<file path="config.mk">
export PLATFORM = sky130hd
export DESIGN_NAME = mbps_front
export DESIGN_NICKNAME = d
export VERILOG_FILES = /design/src/rtl/core/assert_macros.svh /design/src/rtl/core/mbps_pkg.sv /design/src/rtl/core/mbps_front.sv
export SDC_FILE = /design/constraint.sdc
export NUM_CORES = 1
export LEC_CHECK = 0
export BUFFER_PORTS_ARGS = -buffer_cell sky130_fd_sc_hd__buf_2
export CAP_MARGIN = 20
export CORE_MARGIN = 4
export CORE_UTILIZATION = 55
export CTS_BUF_LIST = sky130_fd_sc_hd__clkbuf_2
export DETAILED_ROUTE_END_ITERATION = 8
export PLACE_DENSITY = 0.83
export SLEW_MARGIN = 10
export SYNTH_ARGS = -nofsm -noshare
export SYNTH_HDL_FRONTEND = slang
export SYNTH_SLANG_ARGS = --single-unit
</file>
<file path="constraint.sdc">
create_clock -name clk_i -period 6.3 [get_ports clk_i]
set_input_delay 0.63 -clock clk_i [delete_from_list [all_inputs] [get_ports clk_i]]
set_output_delay 0.63 -clock clk_i [all_outputs]
set_load 0.05 [all_outputs]
</file>
<file path="src/rtl/core/assert_macros.svh">
// Assertion shorthands shared by the RTL.
`ifndef ASSERT_MACROS_SVH
`define ASSERT_MACROS_SVH

// Check a property on every rising edge, skipped while reset is held.
`define MBPS_ASSERT(lbl, clk, rst_n, prop, msg) \
  lbl: assert property (@(posedge clk) disable iff (!rst_n) (prop)) \
    else $error(msg);

// Check that a condition never holds on a rising edge outside reset.
`define MBPS_ASSERT_NEVER(lbl, clk, rst_n, cond, msg) \
  lbl: assert property (@(posedge clk) disable iff (!rst_n) !(cond)) \
    else $error(msg);

`endif

</file>
<file path="src/rtl/core/mbps_pkg.sv">
`default_nettype none

package mbps_pkg;

  // Coordinate width (Q16.16) and half-unit width (sum of two coordinates)
  localparam int CW = 32;
  localparam int HW = CW + 1;

  // Default number of steps per segment
  localparam int DEF_SEGMENT_STEPS = 16;

  // Command queue depth and pointer width
  localparam int QDEPTH = 2;
  localparam int QAW    = $clog2(QDEPTH);

  // Register stages of the constant divider
  localparam int DIV_STAGES = 3;

  typedef logic signed [CW-1:0] coord_t;
  typedef logic signed [HW-1:0] half_t;

  // One waypoint's work: main segment (line or quad), optional tail line.
  // All points in half units (twice the coordinate).
  typedef struct packed {
    logic  quad;   // main segment is a quadratic curve
    logic  tail;   // append line from main end point to the waypoint
    half_t ma_x;   // main start
    half_t mc_x;   // main control
    half_t mb_x;   // main end, also tail start
    half_t tb_x;   // tail end
    half_t ma_y;
    half_t mc_y;
    half_t mb_y;
    half_t tb_y;
  } cmd_t;

  // Back end sequencer states
  typedef enum logic [1:0] {
    ST_IDLE,
    ST_MAIN,
    ST_TAIL
  } seq_state_e;

  // Back end status seen by the top level
  typedef struct packed {
    logic idle;
    logic pop;
  } back_stat_t;

endpackage

`default_nettype wire

</file>
<file path="src/rtl/core/mbps_front.sv">
`default_nettype none

module mbps_front import mbps_pkg::*; (
  input  wire logic   clk_i,
  input  wire logic   rst_ni,
  input  wire logic   valid_i,
  output logic        ready_o,
  input  wire coord_t wp_x_i,
  input  wire coord_t wp_y_i,
  input  wire logic   last_i,
  input  wire logic   q_ready_i,
  output logic        push_o,
  output cmd_t        cmd_o
);

  coord_t     older_x_q, older_y_q, newer_x_q, newer_y_q;
  logic [1:0] seen_q, seen_d;
  logic       accept;
  logic       quad;
  half_t      ox, oy, nx, ny, px, py;

  assign ready_o = q_ready_i;
  assign accept  = valid_i && q_ready_i;

  // Classify the waypoint: a full count of seen points gives a curve
  assign quad = seen_q inside {2'd2, 2'd3};

  // Build segment end and control points in half units
  always_comb begin
    ox = HW'(older_x_q);
    oy = HW'(older_y_q);
    nx = HW'(newer_x_q);
    ny = HW'(newer_y_q);
    px = HW'(wp_x_i);
    py = HW'(wp_y_i);
    cmd_o.quad = quad;
    cmd_o.tail = last_i;
    cmd_o.ma_x = quad ? (ox + nx) : (nx + nx);
    cmd_o.ma_y = quad ? (oy + ny) : (ny + ny);
    cmd_o.mc_x = nx + nx;
    cmd_o.mc_y = ny + ny;
    cmd_o.mb_x = nx + px;
    cmd_o.mb_y = ny + py;
    cmd_o.tb_x = px + px;
    cmd_o.tb_y = py + py;
  end

  // First waypoint of a path queues nothing
  assign push_o = accept && (seen_q != 2'd0);

  // Count waypoints of the current path, saturate at two, clear on last
  always_comb begin
    seen_d = seen_q;
    if (accept) begin
      if (last_i) begin
        seen_d = 2'd0;
      end else if (seen_q == 2'd0 || seen_q == 2'd1) begin
        seen_d = seen_q + 2'd1;
      end else begin
        seen_d = 2'd2;
      end
    end
  end

  always_ff @(posedge clk_i or negedge rst_ni) begin
    if (!rst_ni) begin
      seen_q    <= 2'd0;
      older_x_q <= '0;
      older_y_q <= '0;
      newer_x_q <= '0;
      newer_y_q <= '0;
    end else begin
      seen_q <= seen_d;
      if (accept) begin
        older_x_q <= newer_x_q;
        older_y_q <= newer_y_q;
        newer_x_q <= wp_x_i;
        newer_y_q <= wp_y_i;
      end
    end
  end

endmodule

`default_nettype wire

</file>
==> impl_metrics.json <==
{
  "outcome": "finished, final reports clean",
  "reg_to_reg_setup_timing_slack_ns": 4.56,
  "clock_tree_root_driver_cell": "clkbuf_2",
  "grt_first_pass_wirelength_um": 53350,
  "die_area_mm2": 0.02560,
  "min_path_type": "in2reg",
  "n_fill_cell": 1918,
  "final_cell_mix": "331 x buf_2, 164 x mux2_2, 129 x dfrtp_1",
  "rr_startpoint": "seen_q[1]",
  "drtAntennaViolNets": 0,
  "grt_pass1_vias": 11007,
  "slew_viol_final": 0,
  "antenna_violations_before_repair": 1,
  "drive_above_1_share": 0.3378,
  "area_delta_synth_final_pct": 12.26,
  "net_switching_power_mw": 3.721,
  "floorplan_die_width_um": 160.0,
  "synth_area_mm2": 0.01271,
  "num-nets-final": 1826,
  "clock_tree.htree_level_count": 4,
  "synth_cell_types": 84,
  "timing_worst_slew_pin_value_ns": 0.9850,
  "routed_wl_um": 33050,
  "synth_sequential_area_ratio": 0.2560,
  "arrival_ns": 4.09,
  "worst_setup_path_startpoint": "newer_x_q[0]",
  "power.leakage_nw": 6.921,
  "clock_skew_ns": 0.03651,
  "layout.cells.most_common": "buf_2",
  "final_hold_fails": 0,
  "gp_congestion": 0.9612,
  "io_buffer_count": 332,
  "power_density_normalized_to_cell_area_mw_per_mm2": 444.6,
  "worst_r2r_path_depth": 3,
  "asyncSetResetFlopFracSynth": 1.000,
  "post_cts.resized_instances": 0,
  "post_synth_inst_count": 1385,
  "fin_crit_ns": 4.721,
  "die_h_um": 160.0,
  "slew-limit-headroom": 0.3433,
  "clk_latency_ns": 0.72,
  "drv_cap": 0,
  "cts_sinks": 130,
  "num_vias": 11513,
  "synth_ff_type": "dfrtp_1",
  "drcViolationCount": 0,
  "worst_r2r_end": "seen_q[0]",
  "initial_utilization": 0.5595,
  "vias_per_cell": 5.996,
  "worstHoldPathCells": 2,
  "worst_hold_slack_ns": 0.1385,
  "worstPathRequired_ns": 5.67,
  "swShare": 0.5867,
  "share_seq_of_total_power": 0.186,
  "synth_area_per_cell_um2": 9.174,
  "cts_inserted_buffers": 17,
  "combPwrFrac": 0.739,
  "achievable-frequency_mhz": 211.8,
  "gr-total-overflow": 0,
  "rsz0062_at_grt": "no",
  "clock_power_share": 0.075,
  "critPathCapture": "cmd_o[179]",
  "drt_iter0_markers": 804,
  "final_min_period_over_clock_period": 0.7494,
  "synth.ff_latch_count": 130,
  "vdd.ir_drop.worst_uv": 264.2,
  "report.power.total_mw": 6.342,
  "post-dp-hpwl_um": 25500,
  "drt-wirelength-per-cell_um": 17.21,
  "ios": 337,
  "drtPass1Iterations": 8,
  "rows": 55,
  "synth_enable_flop_cells": 0,
  "clk_pin_slew_ns": 0.18,
  "startpoint_type": "register",
  "fp.coreArea_mm2": 0.02271,
  "synth_warnings": 0,
  "tritoncts": "yes",
  "track_usage": 0.2455,
  "critical_path_class": "reg2out",
  "clock_path_buffers": 2,
  "worst_path_maximum_fanout": 6,
  "worst_setup_path_end_kind": "primary output",
  "grt_max_degree": 72,
  "setup_viol_count_final": 0,
  "intPower_mw": 2.621,
  "timing.setup.tns_ns": 0
}
cell usage after synthesis, drive strengths merged (4+ instances only):
master / number / share of area
a21oi: 122 / 0.049
nand3: 30 / 0.012
a211oi: 16 / 0.011
nand2: 95 / 0.028
nor3: 14 / 0.0055
fa: 4 / 0.0063
dfrtp: 130 / 0.26
xor2: 38 / 0.026
inv: 34 / 0.010
buf: 75 / 0.043
o211ai: 13 / 0.0077
or4: 5 / 0.0030
ha: 128 / 0.13
o21ai: 73 / 0.030
xnor2: 65 / 0.045
nor2b: 19 / 0.0094
and3: 16 / 0.0079
nand4: 16 / 0.0079
mux2i: 4 / 0.0032
clkbuf: 43 / 0.013
and2: 9 / 0.0044
a31oi: 16 / 0.0079
nand2b: 9 / 0.0044
nor2: 78 / 0.023
o21bai: 11 / 0.0065
o21a: 10 / 0.0059
a21o: 59 / 0.035
o31a: 5 / 0.0034
a311oi: 5 / 0.0053
o2111ai: 7 / 0.0053
o31ai: 8 / 0.0051
mux2: 166 / 0.15
a2111oi: 5 / 0.0044
worst min path at each step:
stage | from | endpoint | slack [ns]
floorplan | rst_ni | newer_x_q[0] | 0.33
global placement | older_x_q[24] | older_x_q[24] | 0.47
detailed placement | older_x_q[16] | older_x_q[16] | 0.48
CTS | last_i | seen_q[1] | 0.08
global route | last_i | seen_q[1] | 0.04
finish | last_i | seen_q[1] | 0.14
flip-flops by register name, summed over array words and instances (netlist names):
signal / flops
older_y_q: 32
seen_q: 2
newer_x_q: 32
older_x_q: 32
newer_y_q: 32
timing repair:
action                                 in CTS  in global routing
buffers inserted                            0                  0
hold buffers                                1                  0
endpoints found under the hold margin      60                  0
area by class of cell:
class / instances / area (µm²) / share of cell area
diodes: 1 / 2.502 / 0.0001754
well taps: 285 / 356.6 / 0.02500
flip-flops and latches: 130 / 3257 / 0.2283
multi-input cells: 1105 / 8627 / 0.6048
repair buffers: 336 / 1700 / 0.1192
clock inverters: 9 / 93.84 / 0.006579
clock buffers: 19 / 95.09 / 0.006667
inverters: 35 / 131.4 / 0.009211
critical path, cell delays in order (launching register included):
cell       delay [ns]
dfrtp_1          0.47
ha_1             0.24
fa_1             0.42
a21o_1           0.20
a21o_1           0.23
a2111oi_0        0.65
o211ai_1         0.21
a21bo_1          0.24
a21o_1           0.18
a21oi_1          0.17
xnor2_1          0.13
buf_2            0.27
logic make-up (layout without fill, tap and decap cells):
kind of cell	Yosys count	after routing	share of synthesized area
other	1	5	0.0002951
buffers and inverters	153	399	0.06647
AOI/OAI and AO/OA	389	389	0.2079
xor gates and xnor gates	103	103	0.07100
and+or+nand+nor	307	307	0.1154
DFF	130	130	0.2560
adders and majority gates	132	132	0.1323
muxes	170	170	0.1506
routing by layer:
metal	routed length, µm	track usage	up-vias
li1	-	-	5518
met1	13850	0.3100	5468
met2	16200	0.4241	455
met3	2105	0.04310	72
met4	892	0.08565	0
met5	0	0	-
power by group through the flow:
stage,logic (mW),clock network [mW],registers (mW)
after floorplan,3.57,0,1.34
after global placement,4.58,0,1.19
after detailed placement,4.64,0,1.20
after CTS,4.67,0.489,1.18
after global routing,4.98,0.532,1.21
final,4.68,0.475,1.18
metrics by stage:
stage / utilization / cell area [µm²] / setup WS [ns] / std cells
finish: 0.6281 / 14260 / 1.579 / 1920
CTS: 0.6280 / 14260 / 1.541 / 1919
global placement: 0.6192 / 14060 / 2.092 / 1890
detailed placement: 0.6192 / 14060 / 2.065 / 1890
global route: 0.6281 / 14260 / 1.190 / 1920
floorplan: - / 12720 / 1.947 / 1388
No activity file was read; power rests on OpenSTA's default activity.
