$ cat src/rtl/core/assert_macros.svh
// Assertion shorthands shared by the RTL.
`ifndef ASSERT_MACROS_SVH
`define ASSERT_MACROS_SVH

// Check a property on every rising edge, skipped while reset is held.
`define MBPS_ASSERT(lbl, clk, rst_n, prop, msg) \
  lbl: assert property (@(posedge clk) disable iff (!rst_n) (prop)) \
    else $error(msg);

// Check that a condition never holds on a rising edge outside reset.
`define MBPS_ASSERT_NEVER(lbl, clk, rst_n, cond, msg) \
  lbl: assert property (@(posedge clk) disable iff (!rst_n) !(cond)) \
    else $error(msg);

`endif

$ cat src/rtl/core/mbps_pkg.sv
`default_nettype none

package mbps_pkg;

  // Coordinate width (Q16.16) and half-unit width (sum of two coordinates)
  localparam int CW = 32;
  localparam int HW = CW + 1;

  // Default number of steps per segment
  localparam int DEF_SEGMENT_STEPS = 16;

  // Command queue depth and pointer width
  localparam int QDEPTH = 2;
  localparam int QAW    = $clog2(QDEPTH);

  // Register stages of the constant divider
  localparam int DIV_STAGES = 3;

  typedef logic signed [CW-1:0] coord_t;
  typedef logic signed [HW-1:0] half_t;

  // One waypoint's work: main segment (line or quad), optional tail line.
  // All points in half units (twice the coordinate).
  typedef struct packed {
    logic  quad;   // main segment is a quadratic curve
    logic  tail;   // append line from main end point to the waypoint
    half_t ma_x;   // main start
    half_t mc_x;   // main control
    half_t mb_x;   // main end, also tail start
    half_t tb_x;   // tail end
    half_t ma_y;
    half_t mc_y;
    half_t mb_y;
    half_t tb_y;
  } cmd_t;

  // Back end sequencer states
  typedef enum logic [1:0] {
    ST_IDLE,
    ST_MAIN,
    ST_TAIL
  } seq_state_e;

  // Back end status seen by the top level
  typedef struct packed {
    logic idle;
    logic pop;
  } back_stat_t;

endpackage

`default_nettype wire

$ cat src/rtl/core/mbps_queue.sv
`default_nettype none

module mbps_queue import mbps_pkg::*; (
  input  wire logic clk_i,
  input  wire logic rst_ni,
  input  wire logic push_i,
  input  wire cmd_t cmd_i,
  output logic      ready_o,
  output logic      valid_o,
  output cmd_t      cmd_o,
  input  wire logic pop_i
);

  cmd_t             mem_q [QDEPTH];
  logic [QAW-1:0]   wr_ptr_q, rd_ptr_q;
  logic [QAW:0]     cnt_q;
  logic             do_push, do_pop;

  assign ready_o = (cnt_q != (QAW+1)'(QDEPTH));
  assign valid_o = (cnt_q != '0);
  assign cmd_o   = mem_q[rd_ptr_q];
  assign do_push = push_i && ready_o;
  assign do_pop  = pop_i && valid_o;

  // Store the entry
  always_ff @(posedge clk_i) begin
    if (do_push) begin
      mem_q[wr_ptr_q] <= cmd_i;
    end
  end

  // Advance pointers and fill count
  always_ff @(posedge clk_i or negedge rst_ni) begin
    if (!rst_ni) begin
      wr_ptr_q <= '0;
      rd_ptr_q <= '0;
      cnt_q    <= '0;
    end else begin
      if (do_push) begin
        wr_ptr_q <= (wr_ptr_q == QAW'(QDEPTH - 1)) ? '0 : wr_ptr_q + QAW'(1);
      end
      if (do_pop) begin
        rd_ptr_q <= (rd_ptr_q == QAW'(QDEPTH - 1)) ? '0 : rd_ptr_q + QAW'(1);
      end
      if (do_push && !do_pop) begin
        cnt_q <= cnt_q + (QAW+1)'(1);
      end else if (do_pop && !do_push) begin
        cnt_q <= cnt_q - (QAW+1)'(1);
      end
    end
  end

endmodule

`default_nettype wire

$ cat config.mk
export PLATFORM = sky130hd
export DESIGN_NAME = mbps_queue
export DESIGN_NICKNAME = d
export VERILOG_FILES = /design/src/rtl/core/assert_macros.svh /design/src/rtl/core/mbps_pkg.sv /design/src/rtl/core/mbps_queue.sv
export SDC_FILE = /design/constraint.sdc
export NUM_CORES = 1
export LEC_CHECK = 0
export ABC_AREA = 1
export BUFFER_PORTS_ARGS = -buffer_cell sky130_fd_sc_hd__buf_2
export CAP_MARGIN = 20
export CORE_MARGIN = 2
export CORE_UTILIZATION = 30
export CTS_CLUSTER_DIAMETER = 120
export CTS_CLUSTER_SIZE = 16
export DETAILED_ROUTE_END_ITERATION = 6
export SKIP_CTS_REPAIR_TIMING = 1
export SYNTH_ARGS = -nofsm -noshare
export SYNTH_HDL_FRONTEND = slang
export SYNTH_SLANG_ARGS = --single-unit
$ cat constraint.sdc
create_clock -name clk_i -period 14.7 [get_ports clk_i]
set_input_delay 0.735 -clock clk_i [delete_from_list [all_inputs] [get_ports clk_i]]
set_output_delay 0.735 -clock clk_i [all_outputs]
set_load 0.005 [all_outputs]
==> out/results.ini, run 1 <==
[sta]
grt_setup_unrepaired = false
finalSetupTns_ns = 0
slew_violations = 0
setup_viol = 0
hold_viol = 0
period_needed_ns = 4.12
slew_headroom = 0.316
fmax_ghz = 0.243
fin_skew_ns = 0.0277
tightest_slew_ns = 1.02
fin_ws_ns = 10.58
min_period_over_period = 0.281

[global_routing]
grt.overflow.total = 0
grt_first_pass_wirelength_mm = 69.0
antenna_found_initial = 21
grt_max_degree = 114
grt_pass1_vias = 12000
grt.total_usage = 0.132

[setup_path]
cp_max_fo = 77
crit_path_end_kind = primary output
startpoint = rd_ptr_q
critPathKind = reg -> out
critPathLaunchType = flip-flop
r2r_slack_ns = 11.09
cp.required_ns = 13.97
r2r_cells = 6
rr_startpoint = cnt_q[0]
reg2reg_to = mem_q[1][175]
arrival_ns = 3.39

[synth]
synthMuxAreaShare = 0
syn_area_per_cell_um2 = 13.9
yosysMostFrequentCell = nand2_1
yosysTopAreaCell = edfxtp_1
synthTopCellsByCount = nand2_1 (808), edfxtp_1 (532), buf_2 (27)
ys_seq_area_frac = 0.818
netlist_instances = 1418
syn_area_um2 = 19700
synthFlopType = edfxtp_1
synthXorXnorAreaFrac = 0.000891
synth_edf_count = 532
synth_area_leaders = edfxtp_1 (81%), nand2_1 (15%), buf_6 (1.4%), buf_2 (0.69%), dfrtp_1 (0.51%)
synth-async-reset-ratio = 0.00746
ys_seq_elements = 536
synth_cell_types = 16
yosys_warnings = 0
synthSimpleGateAreaFrac = 0.155
synth_compound_area_frac = 0
synth_top_family_by_area = simple AND/OR/NAND/NOR gates
synth_fa_ha_area_frac = 0.000636
synth_fp_nets = 1689
yosysTopAreaCellShare = 0.813

[clocking]
cts-root-buf = clkbuf_16
cts-buffers-inserted = 39
cts_tree = built
clk-insertion-delay-late_ns = 0.56
clk_path_buf_depth = 3
clk_pin_slew_ns = 0.08
htreeDepth = 2
cts.sinks = 536

[route]
vias = 12100
drt-initial-drc-count = 846
ant_nets = 0
drt_first_pass_iters = 5
routed_wl_mm = 46.8
remaining_drc_errors = 0
wl_per_cell_um = 16.6
avgViaCountPerCell = 4.29

[power_and_ir_drop]
pwr_density_cell_nw_per_um2 = 189
irDropWorstVdd_mv = 0.137
p_leak_nw = 10.2

[placed_design]
dp_hpwl_mm = 31.5
pre_cts_ws_ns = 10.71
io_buffers = 537
gp_congestion = 0.767

[die]
die_y_um = 260
die-width_um = 260
initial_core_util = 0.304
core_area_um2 = 64600
die-area_um2 = 67600
core.rowCount = 93
pin_count = 538

[layout]
syn_to_final_growth_pct = 22.8
fill_cells = 6242
layout-drive-gt1-share = 0.304
finish.net_count = 2222

[hold_path]
hold_end = mem_q[1][249]
min-delay-start = cmd_i[249]
holdCritPathClass = in -> reg
holdPathStages = 1

[run]
drv_cap = 0

[run_status]
status = complete, no violations

==> power by group <==
group / total, mW / switching (mW) / leakage (nW) / internal (mW)
sequential: 2.18 / 0.0951 / 5.00 / 2.09
combinational: 1.40 / 0.936 / 4.66 / 0.467
clock: 0.970 / 0.487 / 0.508 / 0.483
==> cell usage in the layout (no fill, tap or decap), drive strengths merged <==
cell type	instances
dfrtp	4
nand4	1
diode	7
ha	1
nand3	2
buf	550
clkbuf	47
dlygate4sd3	1
xnor2	1
inv	11
nor2	2
nand2	808
edfxtp	532
xor2	1
==> cell type report <==
| type | instances | area (um2) | share of cell area |
|---|---|---|---|
| diodes | 7 | 17.5 | 0.000726 |
| clock buffers | 47 | 1010 | 0.0417 |
| clock inverters | 4 | 35.0 | 0.00145 |
| inverters | 7 | 33.8 | 0.00140 |
| multi-input cells | 816 | 3100 | 0.128 |
| flip-flops and latches | 536 | 16100 | 0.666 |
| well taps | 855 | 1070 | 0.0443 |
| repair buffers | 551 | 2800 | 0.116 |
==> layer usage <==
layer	global-route usage	wire [um]	up-vias
li1	-	-	5840
met1	0.153	17600	5671
met2	0.224	22900	472
met3	0.0531	5040	92
met4	0.0423	1130	24
met5	0	158	-
==> worst max-delay path, stage by stage, from the launching register on <==
cell	delay (ns)
dfrtp_4	0.83
buf_4	0.69
buf_4	0.76
nand2_1	0.11
nand2_1	0.15
buf_2	0.13
==> metrics by stage <==
stage	utilization	hold WS, ns	area (um2)	cells	total power [mW]
4_1_cts	0.373	-0.0696	24100	2815	4.65
6_report	0.374	0.350	24100	2823	4.56
2_1_floorplan	-	0.439	19700	1418	3.16
3_5_place_dp	0.357	0.508	23100	2764	3.67
5_1_grt	0.374	0.313	24100	2820	4.87
3_3_place_gp	0.357	0.493	23100	2764	3.65
==> kinds of logic after synthesis <==
kind of cell  Yosys count
simple gates          813
flops                 536
xor+xnor                2
buf+inv                66
fa+ha+maj               1
==> state kept, by name (all words and copies together) (netlist names) <==
name and count:
mem_q 532, cnt_q 2, rd_ptr_q 1, wr_ptr_q 1
==> worst max-delay path by stage <==
stage,slack [ns],endpoint,depth (start not counted)
6_report,10.58,cmd_o[71],5
4_1_cts,10.49,cmd_o[71],5
2_1_floorplan,1.94,mem_q[0][0],2
3_5_place_dp,10.71,mem_q[1][189],5
5_1_grt,10.31,cmd_o[48],5
3_3_place_gp,10.77,mem_q[1][189],5
Power figures use the tool's default switching activity.
==> inputs of run 2 (changes only) <==
==> constraint.sdc (replaced) <==
create_clock -name clk_i -period 3.5 [get_ports clk_i]
set_input_delay 0.175 -clock clk_i [delete_from_list [all_inputs] [get_ports clk_i]]
set_output_delay 0.175 -clock clk_i [all_outputs]
set_load 0.005 [all_outputs]
==> out/results.ini, run 2 (synthesis gave the netlist of run 1 again) <==
[run_status]
status = complete, no violations

[placed_design]
gp_congestion = 0.786  ; +2.5%
dp_hpwl_mm = 30.9  ; -1.9%
io_buffers = 537  ; unchanged

[setup_path]
cp.required_ns = 3.32  ; -10.65 ns
cp_slowest_stage_delay_ns = 0.53  ; -0.30 ns
arrival_ns = 2.47  ; -0.92 ns
cpLargestDelayFamily = buffers and inverters
crit_path_end_kind = primary output
crit_buf_inv = 3  ; unchanged
rr_startpoint = cnt_q[0]
crit_slowest_cell = dfrtp_4
critPathLaunchType = flip-flop
crit_chain = inv_8, buf_12, nand2_1, nand2_1, buf_2
critPathKind = reg -> out
reg2reg_to = mem_q[0][34]
cpMostUsedCell = nand2_1
cp_max_fo = 113  ; +47%
r2r_cells = 6  ; unchanged
r2r_slack_ns = 1.44  ; -9.65 ns
startpoint = rd_ptr_q

[sta]
slew_violations = 0  ; unchanged
tightest_slew_ns = 1.03  ; +0.0110 ns
period_needed_ns = 2.65
slew_headroom = 0.310  ; -0.00571
grt_setup_unrepaired = false
hold_viol = 0  ; unchanged
min_period_over_period = 0.756
fin_skew_ns = 0.0152  ; -0.0125 ns
finalSetupTns_ns = 0  ; unchanged
fmax_ghz = 0.378
setup_viol = 0  ; unchanged

[global_routing]
grt_pass1_vias = 12200  ; +1.7%
grt_max_degree = 140  ; +23%
grt_first_pass_wirelength_mm = 68.7  ; -0.43%
grt.overflow.total = 0  ; unchanged
grt.total_usage = 0.131  ; -0.00151
antenna_found_initial = 5  ; -76%

[layout]
largest_reg_flops = 532  ; unchanged
fin_util = 0.418  ; +0.0441
layout_commonest_cell = nand2_1
finish.net_count = 2496  ; +12%
top_register = mem_q
layout-drive-gt1-share = 0.270  ; -0.0339
top_regs = mem_q (532), cnt_q (2)
layout_common_cells = nand2_1 (806), buf_2 (537), edfxtp_1 (532)
syn_to_final_growth_pct = 37.3

[route]
avgViaCountPerCell = 4.26  ; -0.53%
wl_per_cell_um = 15.9  ; -4.2%
vias = 13200  ; +8.9%
drt_first_pass_iters = 5  ; unchanged
ant_nets = 0  ; unchanged
routed_wl_mm = 49.1  ; +4.9%
drt-initial-drc-count = 875  ; +3.4%
remaining_drc_errors = 0  ; unchanged

[hold_path]
holdCritPathClass = in -> reg
holdPathStages = 2  ; +1
min-delay-start = cmd_i[228]
hold_end = mem_q[0][228]

[die]
core.rowCount = 93  ; unchanged
die-area_um2 = 67600  ; unchanged
die-width_um = 260  ; unchanged
die_y_um = 260  ; unchanged
initial_core_util = 0.304  ; unchanged
pin_count = 538  ; unchanged
core_area_um2 = 64600  ; unchanged

[power_and_ir_drop]
pwr_density_cell_nw_per_um2 = 727  ; +290%
finalPower_mw = 19.6  ; +330%
irDropWorstVdd_mv = 0.697  ; +410%
p_leak_nw = 11.4  ; +12%

[run]
drv_cap = 0  ; unchanged

[clocking]
cts_tree = built
clk-insertion-delay-late_ns = 0.55  ; about the same
cts-root-buf = clkbuf_16
htreeDepth = 2  ; unchanged
clk_pin_slew_ns = 0.07  ; about the same
clk_path_buf_depth = 3  ; unchanged
cts.sinks = 536  ; unchanged
cts-buffers-inserted = 39  ; unchanged

run 2: cell types whose count changed in the layout (fill, tap and decap cells not counted), sizes merged:
cell / before / now
buf: 550 / 555
clkbuf: 47 / 48
diode: 7 / 2
dlygate4sd3: 1 / 270
inv: 11 / 8
run 2: worst max-delay path by stage:
stage,to,slack [ns],depth (start not counted)
global route,cmd_o[180],0.70,5
detailed placement,cmd_o[182],1.47,5
global placement,mem_q[0][91],1.48,6
CTS,cmd_o[182],0.83,5
floorplan,mem_q[0][0],-1.46,4
finish,cmd_o[180],0.85,5
run 2: cell type report:
class / instances / area [um2]
inverters: 7 / 33.8
clock buffers: 48 / 1050
fillers: 5933 / 37600
clock inverters: 1 / 8.76
diodes: 2 / 5.00
multi-input cells: 816 / 3110
well taps: 855 / 1070
flip-flops and latches: 536 / 16100
repair buffers: 825 / 5630
run 2: stage by stage:
step           hold slack (ns)  instances  setup slack, ns  cell area, um2
2_1_floorplan           -0.121       1418            -1.46           19700
3_3_place_gp          -0.00330       2769             1.48           23200
3_5_place_dp          -0.00412       2769             1.47           23200
4_1_cts                 -0.627       2818            0.833           24300
5_1_grt                  0.308       3089            0.699           27000
6_report                 0.338       3090            0.852           27000
run 2: metal layers:
layer	wire [um]	GRT usage	share of wire	vias to the layer above
li1	-	-	-	6381
met5	27	0	0.00055	-
met1	19200	0.154	0.39	6243
met2	24800	0.225	0.50	485
met3	4280	0.0484	0.087	60
met4	891	0.0361	0.018	4
run 2: where the power goes:
group / total (mW) / switching, mW / internal [mW] / leakage [nW]
clock: 4.13 / 2.03 / 2.10 / 0.518
combinational: 6.40 / 4.12 / 2.28 / 5.84
sequential: 9.10 / 0.327 / 8.77 / 5.00
total: 19.6 / 6.48 / 13.2 / 11.4
==> inputs of run 3 (changes only) <==
--- a/config.mk
+++ b/config.mk
@@ -5,7 +5,7 @@
 export SDC_FILE = /design/constraint.sdc
 export NUM_CORES = 1
 export LEC_CHECK = 0
-export ABC_AREA = 1
+export ABC_AREA = 0
 export BUFFER_PORTS_ARGS = -buffer_cell sky130_fd_sc_hd__buf_2
 export CAP_MARGIN = 20
 export CORE_MARGIN = 2
==> constraint.sdc (replaced) <==
create_clock -name clk_i -period 2.7 [get_ports clk_i]
set_input_delay 0.135 -clock clk_i [delete_from_list [all_inputs] [get_ports clk_i]]
set_output_delay 0.135 -clock clk_i [all_outputs]
set_load 0.005 [all_outputs]
==> out/results.ini, run 3 <==
[run_status]
status = complete, no violations

[die]
initial_core_util = 0.303  ; -0.00146
die-width_um = 264  ; +1.7%
die-area_um2 = 69900  ; +3.4%
core.rowCount = 95  ; +2.2%
pin_count = 538  ; unchanged
core_area_um2 = 67200  ; +4.0%
die_y_um = 264  ; +1.7%

[sta]
grt_setup_unrepaired = false
finalSetupTns_ns = 0  ; unchanged
min_period_over_period = 0.879
slew_headroom = 0.624  ; +0.314
fin_skew_ns = 0.0151  ; -0.000109 ns
hold_viol = 0  ; unchanged
hold_ws_ns = 0.301  ; -0.0367 ns
slew_violations = 0  ; unchanged
setup_viol = 0  ; unchanged
fin_ws_ns = 0.326  ; -0.526 ns
period_needed_ns = 2.37
tightest_slew_ns = 0.564  ; -0.471 ns
fmax_ghz = 0.421

[layout]
fill_cells = 5962  ; +0.49%
layout_commonest_cell = buf_2
seq_area_um2 = 16100  ; unchanged
layout_common_cells = buf_2 (537), edfxtp_1 (532), dlygate4sd3_1 (270)
fin_util = 0.418  ; about the same
top_regs = mem_q (532), cnt_q (2)
syn_to_final_growth_pct = 38.0
finish.net_count = 1975  ; -21%
largest_reg_flops = 532  ; unchanged
layout-drive-gt1-share = 0.520  ; +0.250
top_register = mem_q
multi_input_area_um2 = 3980  ; +28%

[setup_path]
crit_path_end_kind = primary output
crit_slowest_cell = dfrtp_4
arrival_ns = 2.24  ; -0.23 ns
r2r_cells = 5  ; -1
critPathKind = reg -> out
cp_slowest_stage_delay_ns = 0.63  ; +0.10 ns
cp.required_ns = 2.57  ; -0.75 ns
critPathLaunchType = flip-flop
cpLargestDelayFamily = buffers and inverters
crit_chain = buf_12, buf_12, mux2_4, buf_2
cp_num_cells = 4  ; -1
cpMostUsedCell = buf_12
crit_buf_inv = 3  ; unchanged
startpoint = rd_ptr_q
cp_max_fo = 30  ; -73%
rr_startpoint = cnt_q[0]

[synth]
synth_fp_nets = 1117  ; -34%
syn_area_per_cell_um2 = 24.1  ; +73%
synthMuxAreaShare = 0.190  ; +0.190
synth_edf_count = 532  ; unchanged
synthXorXnorAreaFrac = 0.00215  ; +0.00126
synth_area_leaders = edfxtp_1 (79%), mux2_4 (17%), mux2_2 (2.0%), buf_6 (1.5%), dfrtp_1 (0.49%)
synth_compound_area_frac = 0  ; unchanged
synthFlopType = edfxtp_1
syn_area_um2 = 20300  ; +3.5%
yosysTopAreaCell = edfxtp_1
synth_fa_ha_area_frac = 0.000615  ; -0.0000215
synth_top_family_by_area = multiplexers
synthTopCellsByCount = edfxtp_1 (532), mux2_4 (230), mux2_2 (36)
ys_seq_elements = 536  ; unchanged
yosys_warnings = 0  ; unchanged
synth-async-reset-ratio = 0.00746  ; unchanged
netlist_instances = 846  ; -40%
synth_cell_types = 15  ; -1
yosysTopAreaCellShare = 0.785  ; -0.0274
synthSimpleGateAreaFrac = 0.00166  ; -0.154
ys_seq_area_frac = 0.790  ; -0.0276
yosysMostFrequentCell = edfxtp_1

[clocking]
clk-insertion-delay-late_ns = 0.55  ; about the same
cts.sinks = 536  ; unchanged
cts_tree = built
clk_pin_slew_ns = 0.07  ; about the same
cts-buffers-inserted = 39  ; unchanged
cts-root-buf = clkbuf_16
htreeDepth = 2  ; unchanged
clk_path_buf_depth = 3  ; unchanged

[global_routing]
grt.total_usage = 0.130  ; -0.000770
grt.overflow.total = 0  ; unchanged
grt_max_degree = 77  ; -45%
grt_pass1_vias = 10800  ; -12%
antenna_found_initial = 7  ; +2
grt_first_pass_wirelength_mm = 68.2  ; -0.68%

[route]
routed_wl_mm = 49.3  ; +0.34%
vias = 11000  ; -17%
avgViaCountPerCell = 4.23  ; -0.70%
wl_per_cell_um = 19.0  ; +20%
drt-initial-drc-count = 638  ; -27%
ant_nets = 0  ; unchanged
drt_first_pass_iters = 4  ; -1
remaining_drc_errors = 0  ; unchanged

[run]
drv_cap = 0  ; unchanged

[power_and_ir_drop]
switching_power_mw = 7.56  ; +17%
p_leak_nw = 11.1  ; -2.4%
swShare = 0.285  ; -0.0453
pwr_density_cell_nw_per_um2 = 946  ; +30%
comb_power_share = 0.350  ; +0.024
seq_power_share = 0.447  ; -0.016
p_int_mw = 19.0  ; +44%
finalPower_mw = 26.6  ; +35%
irDropWorstVdd_mv = 0.668  ; -4.1%
clkPwrFrac = 0.203  ; -0.007

[placed_design]
io_buffers = 537  ; unchanged
gp_congestion = 0.841  ; +7.0%
dp_hpwl_mm = 34.3  ; +11%
pre_cts_ws_ns = 0.781  ; -0.686 ns

[hold_path]
min-delay-start = cmd_i[21]
holdPathStages = 2  ; unchanged
holdCritPathClass = in -> reg

run 3: logic make-up after synthesis:
family / after synthesis
xor+xnor: 5
fa+ha+maj: 1
buf+inv: 31
flops: 536
mux: 266
simple gates: 7
run 3: routing by layer:
layer | track usage | part of all wire | up-vias
li1 | - | - | 5065
met1 | 0.144 | 0.38 | 5454
met2 | 0.237 | 0.54 | 329
met3 | 0.0322 | 0.054 | 95
met4 | 0.0564 | 0.031 | 8
met5 | 0 | 0.00085 | -
run 3: cell type report:
class,instances,share of cell area
Sequential cell,536,0.573
Clock buffer,48,0.0375
Inverter,1,0.000134
Clock inverter,1,0.000312
Antenna cell,2,0.000178
Timing Repair Buffer,847,0.209
Multi-Input combinational cell,279,0.142
Tap cell,873,0.0389
run 3: worst reg2reg max path, cell delays in order, from the launching register on:
cell and delay [ns]:
dfrtp_1 0.43, nand2b_4 0.18, nand2_4 0.06, nor2_4 0.16, buf_12 0.35, buf_4 0.36
run 3: worst paths after layout:
check                           slack, ns             to
worst max-delay path                 0.33     cmd_o[172]
worst min-delay path                 0.30   mem_q[1][21]
worst max register to register       0.83  mem_q[0][237]
worst min register to register       0.56       cnt_q[1]
max in group asynchronous            1.99       rd_ptr_q
min in group asynchronous            0.48       cnt_q[0]
run 3: metrics by stage:
| stage | cells | area, um2 |
|---|---|---|
| finish | 2587 | 28100 |
| global route | 2587 | 28100 |
| CTS | 2315 | 25400 |
| detailed placement | 2266 | 24300 |
| global placement | 2266 | 24300 |
| floorplan | 846 | 20400 |
run 3: power by group through the flow:
stage / combinational (mW) / sequential, mW / clock, mW
floorplan: 5.60 / 12.1 / 0
global placement: 9.03 / 12.0 / 0
detailed placement: 9.10 / 12.1 / 0
CTS: 9.13 / 11.9 / 5.66
global route: 9.88 / 12.0 / 5.90
finish: 9.29 / 11.9 / 5.40
